File: src/design/msc_pkg.sv
// ----------------------------------------------------------------------------
// msc_pkg: shared types and constants
// Field widths, register indexes, reset values and the segment decode
// table of the multiplexed seven-segment counter.
// ----------------------------------------------------------------------------
`default_nettype none

package msc_pkg;

  // Default build parameters
  localparam int unsigned DIGIT_COUNT_DEF = 4;
  localparam int unsigned TIMER_WIDTH_DEF = 32;

  // Fixed field widths
  localparam int unsigned SEG_W    = 8;
  localparam int unsigned SEL_W    = 4;
  localparam int unsigned COUNT_W  = 14;
  localparam int unsigned CFG_IDX_W  = 8;
  localparam int unsigned CFG_DATA_W = 32;
  localparam int unsigned MAX_DIGITS = 8;

  // Register reset values (full width, truncated to the timer width)
  localparam logic [CFG_DATA_W-1:0] SCAN_PERIOD_RST  = 32'd40000;
  localparam logic [CFG_DATA_W-1:0] COUNT_PERIOD_RST = 32'd40000000;
  localparam logic [CFG_DATA_W-1:0] BLINK_PERIOD_RST = 32'd20000000;

  typedef enum logic [CFG_IDX_W-1:0] {
    CFG_SCAN_PERIOD  = 8'd0,
    CFG_COUNT_PERIOD = 8'd1,
    CFG_BLINK_PERIOD = 8'd2
  } cfg_reg_e;

  typedef logic [3:0] bcd_t;

  // Seven-segment pattern for a BCD digit; non-decimal codes show zero.
  function automatic logic [SEG_W-1:0] seg_decode(input bcd_t digit);
    logic [SEG_W-1:0] seg;
    case (digit)
      4'd0:    seg = 8'h7E;
      4'd1:    seg = 8'h0C;
      4'd2:    seg = 8'hB6;
      4'd3:    seg = 8'h9E;
      4'd4:    seg = 8'hCC;
      4'd5:    seg = 8'hDA;
      4'd6:    seg = 8'hFA;
      4'd7:    seg = 8'h4E;
      4'd8:    seg = 8'hFE;
      4'd9:    seg = 8'hCE;
      default: seg = 8'h7E;
    endcase
    return seg;
  endfunction

endpackage

`default_nettype wire

File: src/design/msc_if.sv
// ----------------------------------------------------------------------------
// msc_if: channel interfaces
// Tick input channel, display result channel and register write channel.
// ----------------------------------------------------------------------------
`default_nettype none

interface msc_in_if;
  logic valid;
  logic ready;
  logic tick;
  modport source (output valid, output tick, input ready);
  modport sink   (input valid, input tick, output ready);
endinterface

interface msc_out_if;
  logic                        valid;
  logic                        ready;
  logic [msc_pkg::SEG_W-1:0]   segments;
  logic [msc_pkg::SEL_W-1:0]   digit_select;
  logic                        colon_on;
  logic [msc_pkg::COUNT_W-1:0] shown_count;
  modport source (output valid, output segments, output digit_select,
                  output colon_on, output shown_count, input ready);
  modport sink   (input valid, input segments, input digit_select,
                  input colon_on, input shown_count, output ready);
endinterface

interface msc_cfg_if;
  logic                           valid;
  logic                           ready;
  logic [msc_pkg::CFG_IDX_W-1:0]  index;
  logic [msc_pkg::CFG_DATA_W-1:0] data;
  modport source (output valid, output index, output data, input ready);
  modport sink   (input valid, input index, input data, output ready);
endinterface

`default_nettype wire

File: src/design/msc_timer.sv
// ----------------------------------------------------------------------------
// msc_timer: periodic tick timer
// Counts enabled ticks and fires once every period ticks. A zero period
// fires on every tick.
// ----------------------------------------------------------------------------
`default_nettype none

module msc_timer #(
  parameter int unsigned TIMER_WIDTH = 32
) (
  input  wire logic                   clk_i,
  input  wire logic                   rst_ni,
  input  wire logic                   en_i,
  input  wire logic [TIMER_WIDTH-1:0] period_i,
  output logic                        fire_o
);

  logic [TIMER_WIDTH-1:0] timer_q, timer_d;
  logic [TIMER_WIDTH:0]   next_val;
  logic [TIMER_WIDTH-1:0] period_eff;
  logic                   wrap;

  always_comb begin
    next_val   = {1'b0, timer_q} + {{TIMER_WIDTH{1'b0}}, 1'b1};
    period_eff = (period_i == '0) ? {{(TIMER_WIDTH-1){1'b0}}, 1'b1} : period_i;
    // also catches a timer left above a lowered period
    wrap       = next_val >= {1'b0, period_eff};
    fire_o     = en_i & wrap;
    timer_d    = timer_q;
    if (en_i) begin
      timer_d = wrap ? '0 : next_val[TIMER_WIDTH-1:0];
    end
  end

  always_ff @(posedge clk_i or negedge rst_ni) begin
    if (!rst_ni) begin
      timer_q <= '0;
    end else begin
      timer_q <= timer_d;
    end
  end

endmodule

`default_nettype wire

File: src/design/msc_bcd_counter.sv
// ----------------------------------------------------------------------------
// msc_bcd_counter: decimal display count
// BCD digit counter with a binary shadow of the shown value. Outputs the
// post-increment state so the result stage can load it in the same cycle.
// ----------------------------------------------------------------------------
`default_nettype none

module msc_bcd_counter #(
  parameter int unsigned DIGIT_COUNT = 4
) (
  input  wire logic                             clk_i,
  input  wire logic                             rst_ni,
  input  wire logic                             inc_i,
  output msc_pkg::bcd_t [DIGIT_COUNT-1:0]       digits_d_o,
  output logic [msc_pkg::COUNT_W-1:0]           value_d_o
);

  import msc_pkg::*;

  bcd_t [DIGIT_COUNT-1:0] digits_q, digits_d;
  logic [COUNT_W-1:0]     value_q, value_d;
  logic [DIGIT_COUNT:0]   carry;

  // Ripple carry over the digits, units first (index 0).
  always_comb begin
    carry[0] = inc_i;
    for (int i = 0; i < DIGIT_COUNT; i++) begin
      digits_d[i]  = digits_q[i];
      carry[i+1]   = 1'b0;
      if (carry[i]) begin
        if (digits_q[i] >= 4'd9) begin
          digits_d[i] = '0;
          carry[i+1]  = 1'b1;
        end else begin
          digits_d[i] = digits_q[i] + 4'd1;
        end
      end
    end
    // shadow tracks the decimal value and clears with the top digit carry
    if (carry[DIGIT_COUNT]) begin
      value_d = '0;
    end else begin
      value_d = value_q + {{(COUNT_W-1){1'b0}}, inc_i};
    end
  end

  always_ff @(posedge clk_i or negedge rst_ni) begin
    if (!rst_ni) begin
      digits_q <= '0;
      value_q  <= '0;
    end else begin
      digits_q <= digits_d;
      value_q  <= value_d;
    end
  end

  assign digits_d_o = digits_d;
  assign value_d_o  = value_d;

endmodule

`default_nettype wire

File: src/design/msc_display.sv
// ----------------------------------------------------------------------------
// msc_display: digit mux and segment decode
// Picks the scanned digit, most significant at position zero, and forms
// the segment pattern and the one-hot digit select.
// ----------------------------------------------------------------------------
`default_nettype none

module msc_display #(
  parameter int unsigned DIGIT_COUNT = 4,
  localparam int unsigned POS_W = (DIGIT_COUNT > 1) ? $clog2(DIGIT_COUNT) : 1
) (
  input  wire logic [POS_W-1:0]                 pos_i,
  input  wire msc_pkg::bcd_t [DIGIT_COUNT-1:0]  digits_i,
  output logic [msc_pkg::SEG_W-1:0]             segments_o,
  output logic [msc_pkg::SEL_W-1:0]             digit_select_o
);

  import msc_pkg::*;

  logic [POS_W-1:0]      digit_idx;
  logic [MAX_DIGITS-1:0] sel_wide;

  always_comb begin
    digit_idx      = POS_W'(DIGIT_COUNT - 1) - pos_i;
    segments_o     = seg_decode(digits_i[digit_idx]);
    sel_wide       = MAX_DIGITS'(1) << pos_i;
    digit_select_o = sel_wide[SEL_W-1:0];
  end

endmodule

`default_nettype wire

File: src/design/multiplexed_seven_segment_counter.sv
// ----------------------------------------------------------------------------
// multiplexed_seven_segment_counter: scanned 4-digit display counter
// Three periodic timers drive digit scan, a decimal count and a blinking
// colon; each transfer returns the display drive after its tick.
// ----------------------------------------------------------------------------
// Each input transfer carries one base tick (tick=1) or a plain sample
// (tick=0) and yields exactly one result transfer describing the display
// after that tick: segment pattern of the scanned digit, one-hot digit
// select (1 = thousands ... 8 = units), colon lamp and the decimal count.
// One transfer is taken every clock cycle while ready; the result appears
// in the next cycle from the output register. Ready is high whenever the
// output register is empty or being drained, so throughput is set only by
// the sink. Each timer fires once every period ticks (period 0 acts as 1,
// periods are truncated to TIMER_WIDTH bits). Registers: 0 scan_period,
// 1 count_period, 2 blink_period; writes to other indexes are dropped.
// Write registers only while no result is outstanding.
// ----------------------------------------------------------------------------
`default_nettype none

module multiplexed_seven_segment_counter #(
  parameter int unsigned DIGIT_COUNT = msc_pkg::DIGIT_COUNT_DEF,
  parameter int unsigned TIMER_WIDTH = msc_pkg::TIMER_WIDTH_DEF
) (
  input  wire logic clk_i,
  input  wire logic rst_ni,
  msc_in_if.sink    in_i,
  msc_out_if.source out_o,
  msc_cfg_if.sink   cfg_i
);

  import msc_pkg::*;

  localparam int unsigned POS_W = (DIGIT_COUNT > 1) ? $clog2(DIGIT_COUNT) : 1;

  // --------------------------------------------------------------------------
  // Configuration registers (always ready)
  // --------------------------------------------------------------------------
  logic [TIMER_WIDTH-1:0] scan_period_q, count_period_q, blink_period_q;
  logic                   cfg_wr;

  assign cfg_i.ready = 1'b1;
  assign cfg_wr      = cfg_i.valid & cfg_i.ready;

  always_ff @(posedge clk_i or negedge rst_ni) begin
    if (!rst_ni) begin
      scan_period_q  <= TIMER_WIDTH'(SCAN_PERIOD_RST);
      count_period_q <= TIMER_WIDTH'(COUNT_PERIOD_RST);
      blink_period_q <= TIMER_WIDTH'(BLINK_PERIOD_RST);
    end else if (cfg_wr) begin
      unique case (cfg_i.index)
        CFG_SCAN_PERIOD:  scan_period_q  <= cfg_i.data[TIMER_WIDTH-1:0];
        CFG_COUNT_PERIOD: count_period_q <= cfg_i.data[TIMER_WIDTH-1:0];
        CFG_BLINK_PERIOD: blink_period_q <= cfg_i.data[TIMER_WIDTH-1:0];
        default: ;  // unknown index: dropped
      endcase
    end
  end

  // --------------------------------------------------------------------------
  // Handshake: single output register, ready passes through when draining
  // --------------------------------------------------------------------------
  logic out_valid_q, out_valid_d;
  logic in_acc, step;

  assign in_i.ready  = ~out_valid_q | out_o.ready;
  assign in_acc      = in_i.valid & in_i.ready;
  assign step        = in_acc & in_i.tick;
  assign out_valid_d = in_acc | (out_valid_q & ~out_o.ready);

  // --------------------------------------------------------------------------
  // Timers
  // --------------------------------------------------------------------------
  logic scan_fire, count_fire, blink_fire;

  msc_timer #(.TIMER_WIDTH(TIMER_WIDTH)) u_scan_timer (
    .clk_i, .rst_ni, .en_i(step), .period_i(scan_period_q), .fire_o(scan_fire)
  );

  msc_timer #(.TIMER_WIDTH(TIMER_WIDTH)) u_count_timer (
    .clk_i, .rst_ni, .en_i(step), .period_i(count_period_q), .fire_o(count_fire)
  );

  msc_timer #(.TIMER_WIDTH(TIMER_WIDTH)) u_blink_timer (
    .clk_i, .rst_ni, .en_i(step), .period_i(blink_period_q), .fire_o(blink_fire)
  );

  // --------------------------------------------------------------------------
  // Scan position and colon lamp
  // --------------------------------------------------------------------------
  logic [POS_W-1:0] pos_q, pos_d;
  logic             colon_q, colon_d;

  always_comb begin
    pos_d = pos_q;
    if (scan_fire) begin
      // wraps from the units digit straight back to thousands
      pos_d = (pos_q >= POS_W'(DIGIT_COUNT - 1)) ? '0 : pos_q + POS_W'(1);
    end
    colon_d = colon_q ^ blink_fire;
  end

  always_ff @(posedge clk_i or negedge rst_ni) begin
    if (!rst_ni) begin
      pos_q   <= '0;
      colon_q <= 1'b0;
    end else begin
      pos_q   <= pos_d;
      colon_q <= colon_d;
    end
  end

  // --------------------------------------------------------------------------
  // Decimal count
  // --------------------------------------------------------------------------
  bcd_t [DIGIT_COUNT-1:0] digits_d;
  logic [COUNT_W-1:0]     value_d;

  msc_bcd_counter #(.DIGIT_COUNT(DIGIT_COUNT)) u_counter (
    .clk_i, .rst_ni, .inc_i(count_fire), .digits_d_o(digits_d), .value_d_o(value_d)
  );

  // --------------------------------------------------------------------------
  // Display decode of the post-tick state
  // --------------------------------------------------------------------------
  logic [SEG_W-1:0] seg_d;
  logic [SEL_W-1:0] sel_d;

  msc_display #(.DIGIT_COUNT(DIGIT_COUNT)) u_display (
    .pos_i(pos_d), .digits_i(digits_d), .segments_o(seg_d), .digit_select_o(sel_d)
  );

  // --------------------------------------------------------------------------
  // Result register
  // --------------------------------------------------------------------------
  logic [SEG_W-1:0]   seg_q;
  logic [SEL_W-1:0]   sel_q;
  logic               colon_out_q;
  logic [COUNT_W-1:0] count_out_q;

  always_ff @(posedge clk_i or negedge rst_ni) begin
    if (!rst_ni) begin
      out_valid_q <= 1'b0;
    end else begin
      out_valid_q <= out_valid_d;
    end
  end

  always_ff @(posedge clk_i) begin
    if (in_acc) begin
      seg_q       <= seg_d;
      sel_q       <= sel_d;
      colon_out_q <= colon_d;
      count_out_q <= value_d;
    end
  end

  assign out_o.valid        = out_valid_q;
  assign out_o.segments     = seg_q;
  assign out_o.digit_select = sel_q;
  assign out_o.colon_on     = colon_out_q;
  assign out_o.shown_count  = count_out_q;

  // --------------------------------------------------------------------------
  // Assertions
  // --------------------------------------------------------------------------
  a_acc_gives_result : assert property (@(posedge clk_i) disable iff (!rst_ni)
    in_acc |=> out_o.valid)
    else $error("accepted transfer produced no result");

  a_sample_holds_pos : assert property (@(posedge clk_i) disable iff (!rst_ni)
    (in_acc && !in_i.tick) |=> $stable(pos_q) && $stable(colon_q))
    else $error("sample transfer changed display state");

  a_select_onehot : assert property (@(posedge clk_i) disable iff (!rst_ni)
    out_o.valid |-> (DIGIT_COUNT > SEL_W) || $onehot(out_o.digit_select))
    else $error("digit select not one-hot");

  a_no_fire_idle : assert property (@(posedge clk_i) disable iff (!rst_ni)
    !step |-> !scan_fire && !count_fire && !blink_fire)
    else $error("timer event without a tick");

endmodule

`default_nettype wire

File: src/flat_wrapper.sv
// flat-port wrapper written by rule: the top's interface ports become plain ports
module multiplexed_seven_segment_counter_flat import msc_pkg::*;
#(
  parameter int unsigned DIGIT_COUNT = msc_pkg::DIGIT_COUNT_DEF,
  parameter int unsigned TIMER_WIDTH = msc_pkg::TIMER_WIDTH_DEF
)
  (clk_i, rst_ni, in_i_valid, in_i_tick, in_i_ready, out_o_valid, out_o_segments, out_o_digit_select, out_o_colon_on, out_o_shown_count, out_o_ready, cfg_i_valid, cfg_i_index, cfg_i_data, cfg_i_ready);
  msc_in_if in_i_i ();
  msc_out_if out_o_i ();
  msc_cfg_if cfg_i_i ();
  input  wire logic clk_i;
  input  wire logic rst_ni;
  input wire logic [$bits(in_i_i.valid)-1:0] in_i_valid;
  input wire logic [$bits(in_i_i.tick)-1:0] in_i_tick;
  output wire logic [$bits(in_i_i.ready)-1:0] in_i_ready;
  output wire logic [$bits(out_o_i.valid)-1:0] out_o_valid;
  output wire logic [$bits(out_o_i.segments)-1:0] out_o_segments;
  output wire logic [$bits(out_o_i.digit_select)-1:0] out_o_digit_select;
  output wire logic [$bits(out_o_i.colon_on)-1:0] out_o_colon_on;
  output wire logic [$bits(out_o_i.shown_count)-1:0] out_o_shown_count;
  input wire logic [$bits(out_o_i.ready)-1:0] out_o_ready;
  input wire logic [$bits(cfg_i_i.valid)-1:0] cfg_i_valid;
  input wire logic [$bits(cfg_i_i.index)-1:0] cfg_i_index;
  input wire logic [$bits(cfg_i_i.data)-1:0] cfg_i_data;
  output wire logic [$bits(cfg_i_i.ready)-1:0] cfg_i_ready;
  assign in_i_i.valid = in_i_valid;
  assign in_i_i.tick = in_i_tick;
  assign in_i_ready = in_i_i.ready;
  assign out_o_valid = out_o_i.valid;
  assign out_o_segments = out_o_i.segments;
  assign out_o_digit_select = out_o_i.digit_select;
  assign out_o_colon_on = out_o_i.colon_on;
  assign out_o_shown_count = out_o_i.shown_count;
  assign out_o_i.ready = out_o_ready;
  assign cfg_i_i.valid = cfg_i_valid;
  assign cfg_i_i.index = cfg_i_index;
  assign cfg_i_i.data = cfg_i_data;
  assign cfg_i_ready = cfg_i_i.ready;
  multiplexed_seven_segment_counter #(.DIGIT_COUNT(DIGIT_COUNT), .TIMER_WIDTH(TIMER_WIDTH)) u_core (.clk_i(clk_i), .rst_ni(rst_ni), .in_i(in_i_i), .out_o(out_o_i), .cfg_i(cfg_i_i));
endmodule
File: config.mk
export PLATFORM = sky130hd
export DESIGN_NAME = multiplexed_seven_segment_counter_flat
export DESIGN_NICKNAME = d
export VERILOG_FILES = /design/src/design/msc_pkg.sv /design/src/design/msc_if.sv /design/src/design/msc_timer.sv /design/src/design/msc_bcd_counter.sv /design/src/design/msc_display.sv /design/src/design/multiplexed_seven_segment_counter.sv /design/src/flat_wrapper.sv
export SDC_FILE = /design/constraint.sdc
export NUM_CORES = 1
export LEC_CHECK = 0
export BUFFER_PORTS_ARGS = -buffer_cell sky130_fd_sc_hd__buf_2
export CORE_MARGIN = 4
export CORE_UTILIZATION = 62
export CTS_BUF_LIST = sky130_fd_sc_hd__clkbuf_4
export DETAILED_ROUTE_END_ITERATION = 7
export PLACE_DENSITY = 0.85
export SLEW_MARGIN = 15
export SYNTH_ARGS = -nofsm -noshare
export SYNTH_HDL_FRONTEND = slang
export SYNTH_SLANG_ARGS = --single-unit
File: constraint.sdc
create_clock -name clk_i -period 7.9 [get_ports clk_i]
set_input_delay 0.79 -clock clk_i [delete_from_list [all_inputs] [get_ports clk_i]]
set_output_delay 0.79 -clock clk_i [all_outputs]
set_load 0.03 [all_outputs]
# Word level (Yosys, flattened, before mapping)
# Memories as Yosys holds them, arrays and structs flattened. A register that Yosys moved wholly into a read port is not among the register bits.
# Index checks and enable logic that the tools add are counted.
# classes
n_addsub	10
order_cmp	9
eq_ne	2
shift	1
n_mux	27
bitwise_logic	11
reduce_logical	7
# ops
operator	n
32-bit 2-to-1 mux	6
32-bit by 1-bit adder with 33-bit output, second input constant	3
33-bit by 32-bit greater-or-equal comparator with 1-bit output	3
32-bit zero test	3
4-bit 2-to-1 mux	9
4-bit by 1-bit adder with 4-bit output, second input constant	4
4-bit greater-or-equal comparator, second input constant	4
14-bit by 1-bit adder with 14-bit output	1
14-bit 2-to-1 mux	1
4-bit binary-select mux with 2-bit select	1
8-bit by 1-bit == test with 1-bit output, second input constant	1
8-bit by 2-bit == test with 1-bit output, second input constant	1
8-bit zero test	1
1-bit 2-to-1 mux	8
1-bit bitwise AND	6
2-bit AND reduction	3
2-bit 2-to-1 mux	2
1-bit by 2-bit << shifter with 4-bit output, first input constant	1
2-bit by 3-bit < comparator with 1-bit output, second input constant	1
2-bit by 1-bit adder with 2-bit output, second input constant	1
2-bit greater-or-equal comparator, second input constant	1
1-bit NOT	2
1-bit OR	2
2-bit subtractor, first input constant	1
1-bit XOR	1
# totals
reg_bits	253
rom_bits	112
word_cells	86
n_memories	1
# memory_table
memory	words	word_bits	rd	rd_clocked_by_memory_dff	wr	line_no	rtl
(no name shown)	16	7	1	1	0	msc_pkg.sv:38	case (digit)

# Longest topological paths before layout
# Gate-level depths: netlist of run 1.
# depth
ltp_word	11
mapped_depth	27
depth_no_buf	26

# Cells and area by module
# From an unflattened synthesis of run 1, not the netlist that was laid out.
# hier_totals
hier_cells	1517
area_unflattened_um2	15680.0
# modules_own_cells
module	n_inst	cells_per_inst	area_each_um2
msc_timer at u_core.u_blink_timer ...	2	352	2985.4
multiplexed_seven_segment_counter	1	250	4734.5
msc_timer at u_core.u_count_timer	1	371	3051.7
msc_bcd_counter	1	157	1611.5
msc_display	1	35	311.5

# Worst setup path before layout of run 1
# No wires, ideal clock.
# synth_timing
path_type	reg-to-reg
start	register u_core.u_scan_timer.timer_q[0]
end	register u_core.seg_q[6] (netlist: u_core.out_o.segments[6]), data pin
arrival_time_ps	5435
required_ps	7635
path_slack_ps	2199
path_stages_with_launch	22
path_buffers	1
cell_sequence	dfrtp_1 ha_1 and3_1 nand3_4 or3_1 nor3_1 and3_1 clkbuf_1 nor3b_1 xor2_1 ha_1 a21o_1 a2111oi_0 nor2_1 nor4_2 a21oi_4 mux2i_4 mux2i_1 mux2i_1 inv_1 ha_1 or3_1
# synth_via
elab_chain_len	7
# synth_rtl
element	line_no	rtl
start: declaration	msc_timer.sv:18	logic [TIMER_WIDTH-1:0] timer_q, timer_d;
start signal: assignment	msc_timer.sv:39	timer_q <= timer_d;
32-bit by 1-bit adder with 33-bit output	msc_timer.sv:24	next_val = {1'b0, timer_q} + {{TIMER_WIDTH{1'b0}}, 1'b1};
33-bit by 32-bit greater-or-equal comparator with 1-bit output	msc_timer.sv:27	wrap = next_val >= {1'b0, period_eff};
1-bit bitwise AND	msc_timer.sv:28	fire_o = en_i & wrap;
2-bit 2-to-1 mux	multiplexed_seven_segment_counter.sv:95	if (scan_fire) begin
2-bit subtractor	msc_display.sv:24	digit_idx = POS_W'(DIGIT_COUNT - 1) - pos_i;
4-bit binary-select mux with 2-bit select	msc_display.sv:25	segments_o = seg_decode(digits_i[digit_idx]);
4-bit 2-to-1 mux (implied by the code)	msc_display.sv:25	
end: declaration	multiplexed_seven_segment_counter.sv:135	logic [SEG_W-1:0] seg_q;
# Every way passes these cells. The select of a mux whose other input is x is not followed.
# A chain may end at the register's enable or synchronous reset.

# Worst setup path in the final report of run 1
# Ends and elaborated chain as after synthesis.

==> impl_metrics.ini, run 1 <==
[timing]
fin_crit_ps = 6520
timing.fmax_ghz = 0.153
fin_skew_ps = 42.8
whs_ps = 128
final-setup-viol-count = 0
maxSlewHeadroom = 0.402
min_period_over_period = 0.826
hold_viol = 0
setup_tns_ps = 0
final_max_slew_viol_count = 0
setup_repair_after_global_routing_missed_its_margin = no
worst_slew_pin_slew_ps = 890

[power]
leakage_nw = 7.86
switching_share = 0.341
pwr-share-comb = 0.226
power.ir.vdd_worst_mv = 0.148
power_frac_clock = 0.337
p_int_mw = 2.32
power_switching_mw = 1.20
sequential_share_of_power = 0.437
pwr_density_cell_mw_per_mm2 = 213
report.power.total_mw = 3.52

[setup_path]
worst-r2r-cell-count = 21
worstSetupEndpointType = flop
critPathKind = flop to flop
timing.rr.start = u_core.u_scan_timer.timer_q[0]
timing.reg2reg.setup_slack_ps = 1380
cp.arrival_ps = 6940
cp.required_ps = 8310
worst-path-max-fanout = 11
setup.worst_path.start_class = flop
r2r-end = u_core.out_o.segments[6]

[routing]
routed_wirelength_um = 36300
route.antenna.remaining_nets = 0
drt_iter0_markers = 949
wl_per_cell_um = 17.8
routed-via-count = 12300
drcViolationCount = 0
drt-vias-per-instance = 6.00
detail_route.first_pass.iterations = 5

[layout]
multiInputGateArea_mm2 = 0.00778
finish.cell_count_without_fillers = 2044
nets = 1834
final-seq-area_mm2 = 0.00646
filler_cell_count = 1668
drive_gt1_frac = 0.179
area.growth.synth_to_final_pct = 10.3

[logic_synthesis]
async_reset_ff_frac = 0.897
number_of_synthesized_flops_with_an_enable_pin = 26
area_share_of_the_leading_cell_type_in_the_synthesized_netlist = 0.343
synth.cell_area_mm2 = 0.0150
post_synth_num_cell_types = 70
synth.most_common_cell = sky130_fd_sc_hd__nand2_1
ys_seq_elements = 252
ys.warnings.count = 0
synth_top_cells_by_area = sky130_fd_sc_hd__dfrtp_1 34%, sky130_fd_sc_hd__ha_1 10%, sky130_fd_sc_hd__nand2_1 5.3%
synth_commonest_cells = 213 x sky130_fd_sc_hd__nand2_1, 205 x sky130_fd_sc_hd__dfrtp_1, 128 x sky130_fd_sc_hd__inv_1
yosys_most_used_dff = sky130_fd_sc_hd__dfrtp_1
syn_inst = 1573
portion_of_the_post_synthesis_area_used_by_sequential_elements = 0.432
netlist.top_cell.by_area = sky130_fd_sc_hd__dfrtp_1
synth_nets = 1738
syn_area_per_cell_um2 = 9.51

[clocking]
cts_tree = done
clock_latency_of_the_later_clocked_register_in_the_worst_skew_pair_ps = 710
cts.hold.buffers_added = 0
cts_htree_levels = 3
post_cts_gate_resize_count = 0
cts-root-to-sink-buffers = 3
numCtsBuffers = 70
num_clock_sinks = 252
post_cts.repair.setup_buffers = 0
clk_root_buffer_cell = sky130_fd_sc_hd__clkbuf_4
worst_setup_hold_path_clk_slew_ps = 70

[die]
dieWidth_um = 163
floorplan.core_area_mm2 = 0.0236
die_area_mm2 = 0.0267
dieHeight_um = 163
effective_utilization_at_floorplan = 0.633
number_of_ports_placed_on_the_die_boundary = 76
std_cell_rows = 56

[worst_hold_path]
min-delay-path-class = input port to async pin

[place]
port-buffer-count = 73
dp_hpwl_um = 25500
place_inst = 1916
gpl.final_weighted_congestion = 0.902

[flow_run]
max_capacitance_violation_count = 0

[global_routing]
grtUsageTotal = 0.273
grt_first_pass_wirelength_um = 59000
grt_pass1_vias = 12100
largest_net_degree_at_the_start_of_global_routing = 99
overflow = 0
antenna_violations_before_repair = 1

[outcome]
outcome = finished, final reports clean
[logic make-up after synthesis]
kind of cell | Yosys count | synth area share
other cells | 2 | 0.000502
xor+xnor | 104 | 0.0609
mux | 85 | 0.0653
fa+ha+maj | 119 | 0.0996
simple gates | 541 | 0.177
compound gates | 278 | 0.116
flops | 252 | 0.432
buf+inv | 192 | 0.0489
[critical path: stages, from the launching register on]
cell	delay (ps)
sky130_fd_sc_hd__dfrtp_1	440
sky130_fd_sc_hd__ha_1	260
sky130_fd_sc_hd__and3_1	260
sky130_fd_sc_hd__nand3_4	130
sky130_fd_sc_hd__or3_1	440
sky130_fd_sc_hd__nor3_1	490
sky130_fd_sc_hd__and3_1	380
sky130_fd_sc_hd__nor3b_1	280
sky130_fd_sc_hd__xor2_1	150
sky130_fd_sc_hd__ha_1	320
sky130_fd_sc_hd__nand3_1	120
sky130_fd_sc_hd__or3_1	420
sky130_fd_sc_hd__nor4_1	300
sky130_fd_sc_hd__nor4_2	90
sky130_fd_sc_hd__buf_4	190
sky130_fd_sc_hd__a21oi_4	240
sky130_fd_sc_hd__mux2i_4	530
sky130_fd_sc_hd__mux2i_1	140
sky130_fd_sc_hd__mux2i_1	330
sky130_fd_sc_hd__inv_1	150
sky130_fd_sc_hd__ha_1	210
sky130_fd_sc_hd__or3_1	370
[final cells by class]
type	instances	area share
clock inverters	21	0.00561
inverters	129	0.0294
diodes	1	0.000152
flip-flops and latches	252	0.392
clock buffers	106	0.0482
well taps	319	0.0242
multi-input cells	1129	0.471
repair buffers	87	0.0291
[state kept, by name (all words and copies together) (netlist names)]
name                          flops
u_core.blink_period_q            32
u_core.u_counter.value_q         14
u_core.pos_q                      2
u_core.u_scan_timer.timer_q      32
u_core.u_counter.digits_q        16
u_core.out_o.segments             7
u_core.out_o.valid                1
u_core.out_o.digit_select         4
u_core.scan_period_q             32
u_core.out_o.colon_on             1
u_core.u_blink_timer.timer_q     32
u_core.colon_q                    1
u_core.out_o.shown_count         14
u_core.count_period_q            32
u_core.u_count_timer.timer_q     32
[placed cells by master, fill, tap and decap left out, drive strengths merged, types with 18 or more instances in the layout]
| cell type | synthesis | routed |
|---|---|---|
| nor3 | 18 | 18 |
| a21oi | 40 | 40 |
| ha | 119 | 119 |
| mux2 | 67 | 67 |
| edfxtp | 26 | 26 |
| dfstp | 21 | 21 |
| nor4 | 32 | 32 |
| xnor2 | 62 | 62 |
| nor2 | 73 | 73 |
| buf | 11 | 87 |
| o21ai | 118 | 118 |
| and3 | 25 | 25 |
| nand4 | 46 | 46 |
| dfrtp | 205 | 205 |
| nand2 | 213 | 213 |
| a21o | 21 | 21 |
| clkbuf | 52 | 106 |
| mux2i | 18 | 18 |
| nand3 | 65 | 65 |
| inv | 129 | 131 |
| xor2 | 42 | 42 |
| nand2b | 20 | 20 |
| o31ai | 40 | 40 |
[stage by stage]
stage               setup slack (ps)  utilization  instance area, um2
finish                          1380        0.698               16500
global route                     907        0.698               16500
CTS                             1440        0.698               16500
detailed placement              1500        0.661               15600
global placement                1790        0.661               15600
floorplan                       2200            -               15000
[how the worst max path moves through the flow]
stage	slack, ps	cells past startpoint	startpoint	end
2_1_floorplan	2200	21	u_core.u_scan_timer.timer_q[0]	u_core.out_o.segments[6]
3_3_place_gp	1790	21	u_core.u_scan_timer.timer_q[0]	u_core.out_o.segments[6]
3_5_place_dp	1500	21	u_core.u_scan_timer.timer_q[0]	u_core.out_o.segments[6]
4_1_cts	1440	21	u_core.u_scan_timer.timer_q[0]	u_core.out_o.segments[6]
5_1_grt	910	22	u_core.u_scan_timer.timer_q[0]	u_core.out_o.segments[6]
6_report	1380	21	u_core.u_scan_timer.timer_q[0]	u_core.out_o.segments[6]
[power by group through the flow]
stage	Clock (mW)	Combinational, mW	Sequential, mW
floorplan	0	0.540	1.54
global placement	0	0.745	1.55
detailed placement	0	0.777	1.55
CTS	1.21	0.786	1.53
global route	1.28	0.882	1.55
finish	1.18	0.796	1.54
[metal layers]
layer | up-vias | global-route usage | routed length (um)
met4 | 0 | 0.125 | 1460
met5 | - | 0 | 0
li1 | 5758 | - | -
met2 | 475 | 0.444 | 17500
met1 | 5907 | 0.361 | 15300
met3 | 118 | 0.0462 | 2100
Note: power is estimated with default switching activity, not from simulation.
==> inputs of run 2 (changes only) <==
clock period = 6.69 ns   (was 7.9 ns; I/O delays follow)
==> impl_metrics.ini, run 2 (synthesis results as in run 1) <==
[outcome]
outcome = finished, final reports clean

[global_routing]
antenna_violations_before_repair = 2
grtUsageTotal = 0.280
grt_pass1_vias = 12200
largest_net_degree_at_the_start_of_global_routing = 93
grt_first_pass_wirelength_um = 60500
overflow = 0

[layout]
final-seq-area_mm2 = 0.00646
area.growth.synth_to_final_pct = 10.8
drive_gt1_frac = 0.180
final_cell_area_mm2 = 0.0166
final_core_util = 0.702
nets = 1838
mostFrequentLayoutCells = 212 x sky130_fd_sc_hd__nand2_1, 205 x sky130_fd_sc_hd__dfrtp_1, 128 x sky130_fd_sc_hd__inv_1
filler_cell_count = 1711
multiInputGateArea_mm2 = 0.00778
mostFrequentLayoutCell = sky130_fd_sc_hd__nand2_1

[die]
effective_utilization_at_floorplan = 0.633
die_area_mm2 = 0.0267
dieHeight_um = 163
number_of_ports_placed_on_the_die_boundary = 76
dieWidth_um = 163
std_cell_rows = 56
floorplan.core_area_mm2 = 0.0236

[worst_hold_path]
min-delay-path-class = input port to flop

[timing]
maxSlewHeadroom = 0.377
setup_tns_ps = 0
hold_viol = 0
setup_repair_after_global_routing_missed_its_margin = no
min_period_over_period = 0.916
fin_crit_ps = 6130
worst_slew_pin_slew_ps = 934
timing.fmax_ghz = 0.163
final_max_slew_viol_count = 0
final-setup-viol-count = 0
fin_skew_ps = 42.5

[setup_path]
cp.required_ps = 7090
worstSetupEndpointType = flop
critPathKind = flop to flop
setup.worst_path.start_class = flop
cp.arrival_ps = 6530
worst-path-max-fanout = 16

[clocking]
num_clock_sinks = 252
cts_tree = done
cts-root-to-sink-buffers = 3
clock_latency_of_the_later_clocked_register_in_the_worst_skew_pair_ps = 690
worst_setup_hold_path_clk_slew_ps = 70
numCtsBuffers = 69
clk_root_buffer_cell = sky130_fd_sc_hd__clkbuf_4
post_cts.repair.setup_buffers = 0
cts_htree_levels = 3

[routing]
top_layer = met4
detail_route.first_pass.iterations = 6
drt_iter0_markers = 1102
met3_wire_length_um = 2550
detail_route.wirelength.met1_um = 15300
routed_wirelength_um = 36500
wl_per_cell_um = 17.8
route.antenna.remaining_nets = 0
drcViolationCount = 0
detailroute.wirelength.met2_um = 17100
routed-via-count = 12300
drt-vias-per-instance = 5.99

[flow_run]
max_capacitance_violation_count = 0

[power]
pwr_density_cell_mw_per_mm2 = 256
power.ir.vdd_worst_mv = 0.156
leakage_nw = 7.90

[place]
placement.cell_area_mm2 = 0.0156
port-buffer-count = 73
gpl.final_weighted_congestion = 0.908
dp_hpwl_um = 25900
-- run 2: what timing repair did --
action | 4_1_cts | 5_1_grt
hold buffers | 1 | 0
endpoints found under the hold margin | 1 | 0
setup endpoints to repair | 0 | 1
resized for setup | 0 | 1
-- run 2: final timing paths --
check	start	end	slack, ps	cells after the start
hold / removal	cfg_i_data[22]	u_core.scan_period_q[22]	230	3
setup / recovery	u_core.u_count_timer.timer_q[2]	u_core.out_o.segments[6]	560	22
hold reg to reg	u_core.colon_q	u_core.colon_q	470	1
setup reg to reg	u_core.u_count_timer.timer_q[2]	u_core.out_o.segments[6]	560	22
min in group asynchronous	rst_ni	u_core.scan_period_q[22]	600	2
max in group asynchronous	rst_ni	u_core.u_count_timer.timer_q[18]	4680	3
-- run 2: metrics by stage --
stage          hold WS [ps]  power (mW)  setup WS [ps]  instances
4_1_cts                 206        4.25            534       2046
2_1_floorplan           373        2.45            989       1573
3_5_place_dp            462        2.76            528       1920
3_3_place_gp            464        2.72            889       1920
6_report                234        4.24            561       2048
5_1_grt                 214        4.48           59.2       2048
-- run 2: worst max-delay path, stage by stage (launching register included) --
cell and delay (ps):
sky130_fd_sc_hd__dfrtp_1 410, sky130_fd_sc_hd__and2_1 220, sky130_fd_sc_hd__nand4_1 210, sky130_fd_sc_hd__nor2_1 360, sky130_fd_sc_hd__nand3_1 340, sky130_fd_sc_hd__nor3_2 410, sky130_fd_sc_hd__nand3_1 220, sky130_fd_sc_hd__nor2_1 220
sky130_fd_sc_hd__and3_1 290, sky130_fd_sc_hd__nand2_1 120, sky130_fd_sc_hd__xnor2_1 140, sky130_fd_sc_hd__ha_1 290, sky130_fd_sc_hd__nand4_1 100, sky130_fd_sc_hd__nor2_1 210, sky130_fd_sc_hd__nand3_1 180, sky130_fd_sc_hd__o211ai_4 460
sky130_fd_sc_hd__nand2_1 240, sky130_fd_sc_hd__mux2i_1 260, sky130_fd_sc_hd__mux2i_1 110, sky130_fd_sc_hd__mux2i_1 340, sky130_fd_sc_hd__inv_1 150, sky130_fd_sc_hd__ha_1 220, sky130_fd_sc_hd__or3_1 370
-- run 2: final cells by class --
type,count,share of cell area
Sequential cell,252,0.390
Inverter,129,0.0292
Clock inverter,19,0.00755
Multi-Input combinational cell,1129,0.469
Tap cell,319,0.0241
Timing Repair Buffer,92,0.0314
Antenna cell,2,0.000302
Clock buffer,106,0.0480
-- run 2: layer usage --
| metal | vias to the layer above | global-route usage |
|---|---|---|
| li1 | 5751 | - |
| met1 | 5893 | 0.382 |
| met2 | 500 | 0.438 |
| met3 | 121 | 0.0517 |
| met4 | 0 | 0.130 |
| met5 | - | 0 |
-- run 2: where the power goes --
group	internal, mW	total [mW]	leakage (nW)	switching, mW
sequential	1.68	1.81	3.13	0.129
clock	0.799	1.46	0.550	0.663
combinational	0.341	0.971	4.22	0.630
total	2.82	4.24	7.90	1.42
